## src/hw/rtl/assert_macros.svh

```systemverilog
// Assertion macros shared by the RTL files.
// Depends on nothing; include with the bare file name.
`ifndef ASSERT_MACROS_SVH
`define ASSERT_MACROS_SVH
// Implication checked every clock edge, off in reset.
`define ASSERT_IMPL(label, clk, rst, pre, post, msg) \
   label: assert property (@(posedge clk) disable iff (rst) (pre) |-> (post)) \
      else $error(msg);
// Next-cycle implication, off in reset.
`define ASSERT_NEXT(label, clk, rst, pre, post, msg) \
   label: assert property (@(posedge clk) disable iff (rst) (pre) |=> (post)) \
      else $error(msg);
`endif

```

## src/hw/rtl/pcom_pkg.sv

```systemverilog
// Package for the polyhedron centre-of-mass block: widths, codes, beat types.
// Depends on nothing.
`default_nettype none
package pcom_pkg;
   localparam int MaxFaces = 4096;
   localparam int QDepth   = 2;
   localparam logic [1:0] StatusOk   = 2'd0;
   localparam logic [1:0] StatusZero = 2'd1;
   localparam logic [1:0] StatusOvf  = 2'd2;
   localparam logic signed [19:0] CenterMax = 20'sd524287;
   localparam logic signed [19:0] CenterMin = -20'sd524288;

   // face beat handed from front to back
   typedef struct packed {
      logic signed [11:0] ax, ay, az, bx, by, bz, cx, cy, cz;
      logic               last_face;
   } face_type;
endpackage
`default_nettype wire

```

## src/hw/rtl/pcom_front.sv

```systemverilog
// Front: accepts face beats and queues them for the back end.
// Depends on pcom_pkg.
`default_nettype none
module pcom_front import pcom_pkg::*; (
   input  wire logic     clock,
   input  wire logic     reset,
   input  wire logic     push,
   input  wire face_type push_data,
   output logic          full,
   input  wire logic     pop,
   output logic          empty,
   output face_type      head
);
   face_type  mem_ff [QDepth];
   logic      wr_ff, wr_in, rd_ff, rd_in;
   logic [1:0] cnt_ff, cnt_in;

   assign full  = (cnt_ff == 2'(QDepth));
   assign empty = (cnt_ff == 2'd0);
   assign head  = mem_ff[rd_ff];

   // pointer and count update
   always_comb begin
      wr_in  = wr_ff ^ push;
      rd_in  = rd_ff ^ pop;
      cnt_in = cnt_ff + {1'b0, push} - {1'b0, pop};
   end

   always_ff @(posedge clock) begin
      if (reset) begin
         wr_ff  <= 1'b0;
         rd_ff  <= 1'b0;
         cnt_ff <= 2'd0;
      end else begin
         wr_ff  <= wr_in;
         rd_ff  <= rd_in;
         cnt_ff <= cnt_in;
      end
      if (push) mem_ff[wr_ff] <= push_data;
   end
endmodule
`default_nettype wire

```

## config.mk

```make
export PLATFORM = sky130hd
export DESIGN_NAME = pcom_front
export DESIGN_NICKNAME = d
export VERILOG_FILES = /design/src/hw/rtl/assert_macros.svh /design/src/hw/rtl/pcom_pkg.sv /design/src/hw/rtl/pcom_front.sv
export SDC_FILE = /design/constraint.sdc
export NUM_CORES = 1
export LEC_CHECK = 0
export ABC_AREA = 1
export BUFFER_PORTS_ARGS = -buffer_cell sky130_fd_sc_hd__buf_4
export CORE_MARGIN = 10
export CORE_UTILIZATION = 40
export CTS_BUF_LIST = sky130_fd_sc_hd__clkbuf_2 sky130_fd_sc_hd__clkbuf_4 sky130_fd_sc_hd__clkbuf_8
export CTS_CLUSTER_SIZE = 24
export DETAILED_ROUTE_END_ITERATION = 16
export PLACE_DENSITY_LB_ADDON = 0.08
export SLEW_MARGIN = 20
export SYNTH_ARGS = -nofsm -noshare
export SYNTH_HDL_FRONTEND = slang
export SYNTH_SLANG_ARGS = --single-unit
```

## constraint.sdc

```tcl
create_clock -name clock -period 5.1 [get_ports clock]
set_clock_uncertainty 0.1 [all_clocks]
set_input_delay 1.275 -clock clock [delete_from_list [all_inputs] [get_ports clock]]
set_output_delay 1.275 -clock clock [all_outputs]
set_load 0.005 [all_outputs]
```

# After elaboration in Yosys (flattened, before gate mapping)
# Memory sizes are Yosys's and may differ from the RTL's. A register that Yosys moved wholly into a read port is not among the register bits.
# Index checks and enable logic that the tools add are counted.
[totals]
reg_bits = 4
ramBits = 218
in_bits = 113
word_cells = 13
mem_count = 1
[memory_table]
columns = ["memory", "words", "word_bits", "read_ports", "rd_ports_with_merged_regs", "wr", "line", "rtl"]
rows = [
  ["mem_ff", 2, 109, 1, 1, 1, "pcom_front.sv:14", "face_type mem_ff [QDepth];"],
]
[classes]
addsub = 2
eq_ne = 1
n_mux = 3
bitwise = 2
n_reduce_logical = 1
[op_table]
columns = ["cell", "count"]
rows = [
  ["$mux 1", 3],
  ["$add 2x1->2", 1],
  ["$eq 2x2->1 const B", 1],
  ["$logic_not 2->1", 1],
  ["$sub 2x1->2", 1],
  ["$xor 1x1->1", 2],
]

# Longest topological paths before layout
[depth]
word_depth = 2
ltp_mapped = 9
mapped_depth_nobuf = 9

# Worst setup path after synthesis
# No wires, ideal clock.
[synth_path]
path_type = "in2reg"
from = "input port push"
to = "memory mem_ff[0][0] (netlist bit), enable pin"
setup_ps = 481
t_arrival_ps = 3846
setup_slack_ps = 673
cell_stages = 1
n_path_buf = 0
cell_sequence = "ha_1"
[synth_between]
elab_chain_len = 2
[synth_lines]
columns = ["element", "line", "rtl"]
rows = [
  ["start, declared", "pcom_front.sv:7", "input wire logic push,"],
  ["$mux 1", "pcom_front.sv:39", "if (push) mem_ff[wr_ff] <= push_data;"],
  ["$mux 1 (not written as such)", "pcom_front.sv:39", ""],
  ["end, declared", "pcom_front.sv:14", ""],
]
# No other way between the ends.

==> metrics.md <==
| Metric | Value |
|---|---|
| Worst VDD drop | 0.224 mV |
| DR pass1 iterations | 4 |
| Setup repair after global routing missed its margin | false |
| Mean Syn Cell Area | 23.4 um^2 |
| Worst path slowest cell | dfxtp_4 |
| Core footprint | 0.0211 mm^2 |
| DP Area | 0.0105 mm^2 |
| Buf/Inv on CP | 2 |
| Critical Path Stages | 3 |
| Die span in x | 166 um |
| Initial antenna violation count | 0 |
| Hold crit path type | reg2reg |
| Number of global-route vias before repair | ~4800 |
| Hold Path Depth | 3 |
| Post-CTS Setup Inserts | 0 |
| Root buffer cell | clkbuf_8 |
| Net count after synthesis | 483 |
| Critical R2R Capture | mem_ff[1][107] |
| Layout cells sized above 1 | 61.1% |
| Worst R2R Path Depth | 2 |
| Synth area leaders | edfxtp_1 (76%), mux2_4 (18%), buf_12 (2.3%) |
| I/O pin total | 224 |
| Register area share after synthesis | 77.3% |
| Final setup fails | 0 |
| Drt wl/cell | 19.8 um |
| WP data required | 3.72 ns |
| Worst stage delay on the critical path | 0.67 ns |
| Post-DRT Antenna Nets | 0 |
| Post-synthesis instance total | 366 |
| Final critical-path required period | 3.62 ns |
| CTS Buf Count | 36 |
| CP cell instances | buf_4 -> mux2_4 -> buf_4 |
| Via/cell ratio | 4.53 |
| Most frequent CP cell | buf_4 |
| Reg2reg setup slack | between 3 and 4 ns |
| Min-Delay Endpoint | cnt_ff[1] |
| Reg-to-reg critical path startpoint | wr_ff |
| Final setup TNS | 0 ns |
| Via count | roughly 4200 |
| Leakage | 4.41 nW |
| Reg clk slew, reported paths | 0.05 ns |
| Residual DRC | 0 |
| Crit start category | flop |
| CTS H-tree lvls | 2 |
| Die height | 166 um |
| Initial DRC count | ~180 |
| CP arrival | 2.24 ns |
| Status | completed |
| Actual slew at the worst max-slew pin | a little over 0.8 ns |
| Area of the die | about 0.028 mm^2 |
| Max Root-Sink Buffers | 3 |
| Synth warn | 0 |
| Final Max Tran Viols | 0 |
| Critical Path End Type | output port |
| Final net count | 736 |
| Post-Syn Area | 0.00857 mm^2 |
| Port bufs | roughly 220 |
| First-pass GRT wire length | between 20000 and 30000 um |
| Count of different cell masters after synthesis | 14 |
| Pwr dens | 371 mW/mm^2 |
| Layout filler cell count | 1752 |
| Total GRT Usage | 12.4% |
| Finished Core Util | 52.8% |
| Max Fclk | 276 MHz |
| Total power | 0.00414 W |
| TritonCTS clock tree | yes |
| Post-route cell area | between 0.01 and 0.015 mm^2 |
| Row cnt | 53 |
| Hold_sp | cnt_ff[1] |
| Final Cycle Share | 71.0% |
| Largest net degree at the start of global routing | 70 |
| Top-area cell type share of the netlist area | around three quarters |
| Highest net fanout along the worst path | 29 |
| Congestion Overflow GR | 0 |
| Final Hold Fails | 0 |
| Starting Density | 40.7% |
| Area growth, synth to finish | 30.0% |
| Area of the multi-input gates | 0.00173 mm^2 |
| CTS sink cnt | 222 |
| Number of synthesized register bits | 222 |
| Dpl hpwl | 12600 um |
| Max_slew headroom | 45.5% |
| Cell taking the most area after synthesis | edfxtp_1 |
| Gates resized, CTS repair | 0 |
| Sequential cell area | about 0.0066 mm^2 |
| Most frequent standard cell in the layout excluding fill and tap cells | buf_4 |
| CP delay by family, top | buffers and inverters |
| Detailed-route wire length | about 18000 um |
| Most frequent cells in the layout | buf_4 (224), edfxtp_1 (218), mux2_4 (100), clkbuf_8 (39), clkbuf_4 (13) |
| Max-Cap Viols | 0 |
| Clock latency at the later pin of the worst-skew pair | between 0.4 and 0.5 ns |
| Final RePlAce weighted congestion | 0.733 |
| Hold-fix buffers at CTS | 0 |
| Kind of critical path | reg2out |
| WHS | 0.497 ns |
## layout make-up
type | instances | share of cell area, %
diodes | 1 | 0.0225
clock buffers | 52 | 5.69
clock inverters | 9 | 0.314
inverters | 7 | 0.236
multi-input cells | 125 | 15.5
flip-flops and latches | 222 | 59.5
well taps | 275 | 3.09
repair buffers | 227 | 15.6
## worst max path at each step
stage | startpoint | end | slack (ns)
CTS | rd_ff | head[96] | 1.43
finish | rd_ff | head[23] | 1.48
detailed placement | rd_ff | head[96] | 1.98
global placement | rd_ff | head[89] | 2.02
floorplan | push | mem_ff[0][0] | 0.67
global route | rd_ff | head[26] | 1.37
## kinds of logic after synthesis
logic type	after synthesis	share of synthesized area (%)
AOI/OAI and AO/OA	1	0.0583
xor gates and xnor gates	1	0.102
adders and majority gates	4	0.584
buffers and inverters	19	2.83
DFF	222	77.3
muxes	109	18.7
and+or+nand+nor	10	0.452
## synthesized netlist by cell type
cell type	n
buf_6	1
nor2_1	6
nand2_1	3
a21oi_1	1
buf_2	1
buf_12	10
xnor2_1	1
nand3_1	1
inv_1	7
ha_1	4
dfxtp_1	4
mux2_4	100
edfxtp_1	218
mux2_2	9
## registers in the layout, indices dropped and copies added (netlist names)
register  count
cnt_ff        2
mem_ff      218
rd_ff         1
wr_ff         1
## per-layer routing
| layer | up-vias | routed length, um | track usage [%] |
|---|---|---|---|
| met4 | 0 | 430 | 5.00 |
| li1 | 1944 | - | - |
| met3 | 34 | 1640 | 5.51 |
| met1 | 2024 | 6820 | 13.2 |
| met2 | 159 | 9280 | 21.2 |
| met5 | - | 0 | 0 |
## report_power, final
part           switching, W  internal (W)  total (W)
Combinational      0.000217      0.000330   0.000547
Sequential        0.0000390       0.00213    0.00217
Clock              0.000628      0.000792    0.00142
## stage by stage
stage               std cells  worst slack (ns)
global route              917              1.37
CTS                       917              1.43
global placement          856              2.02
floorplan                 366             0.673
detailed placement        856              1.98
finish                    918              1.48
## worst reg2reg max path, delay by kind of cell, from the launching register on
family,cells,cell delay (ns)
flip-flops,1,0.36
adder cells (fa/ha/maj),1,0.67
buffers and inverters,1,0.43
Note: power is estimated with default switching activity, not from simulation.
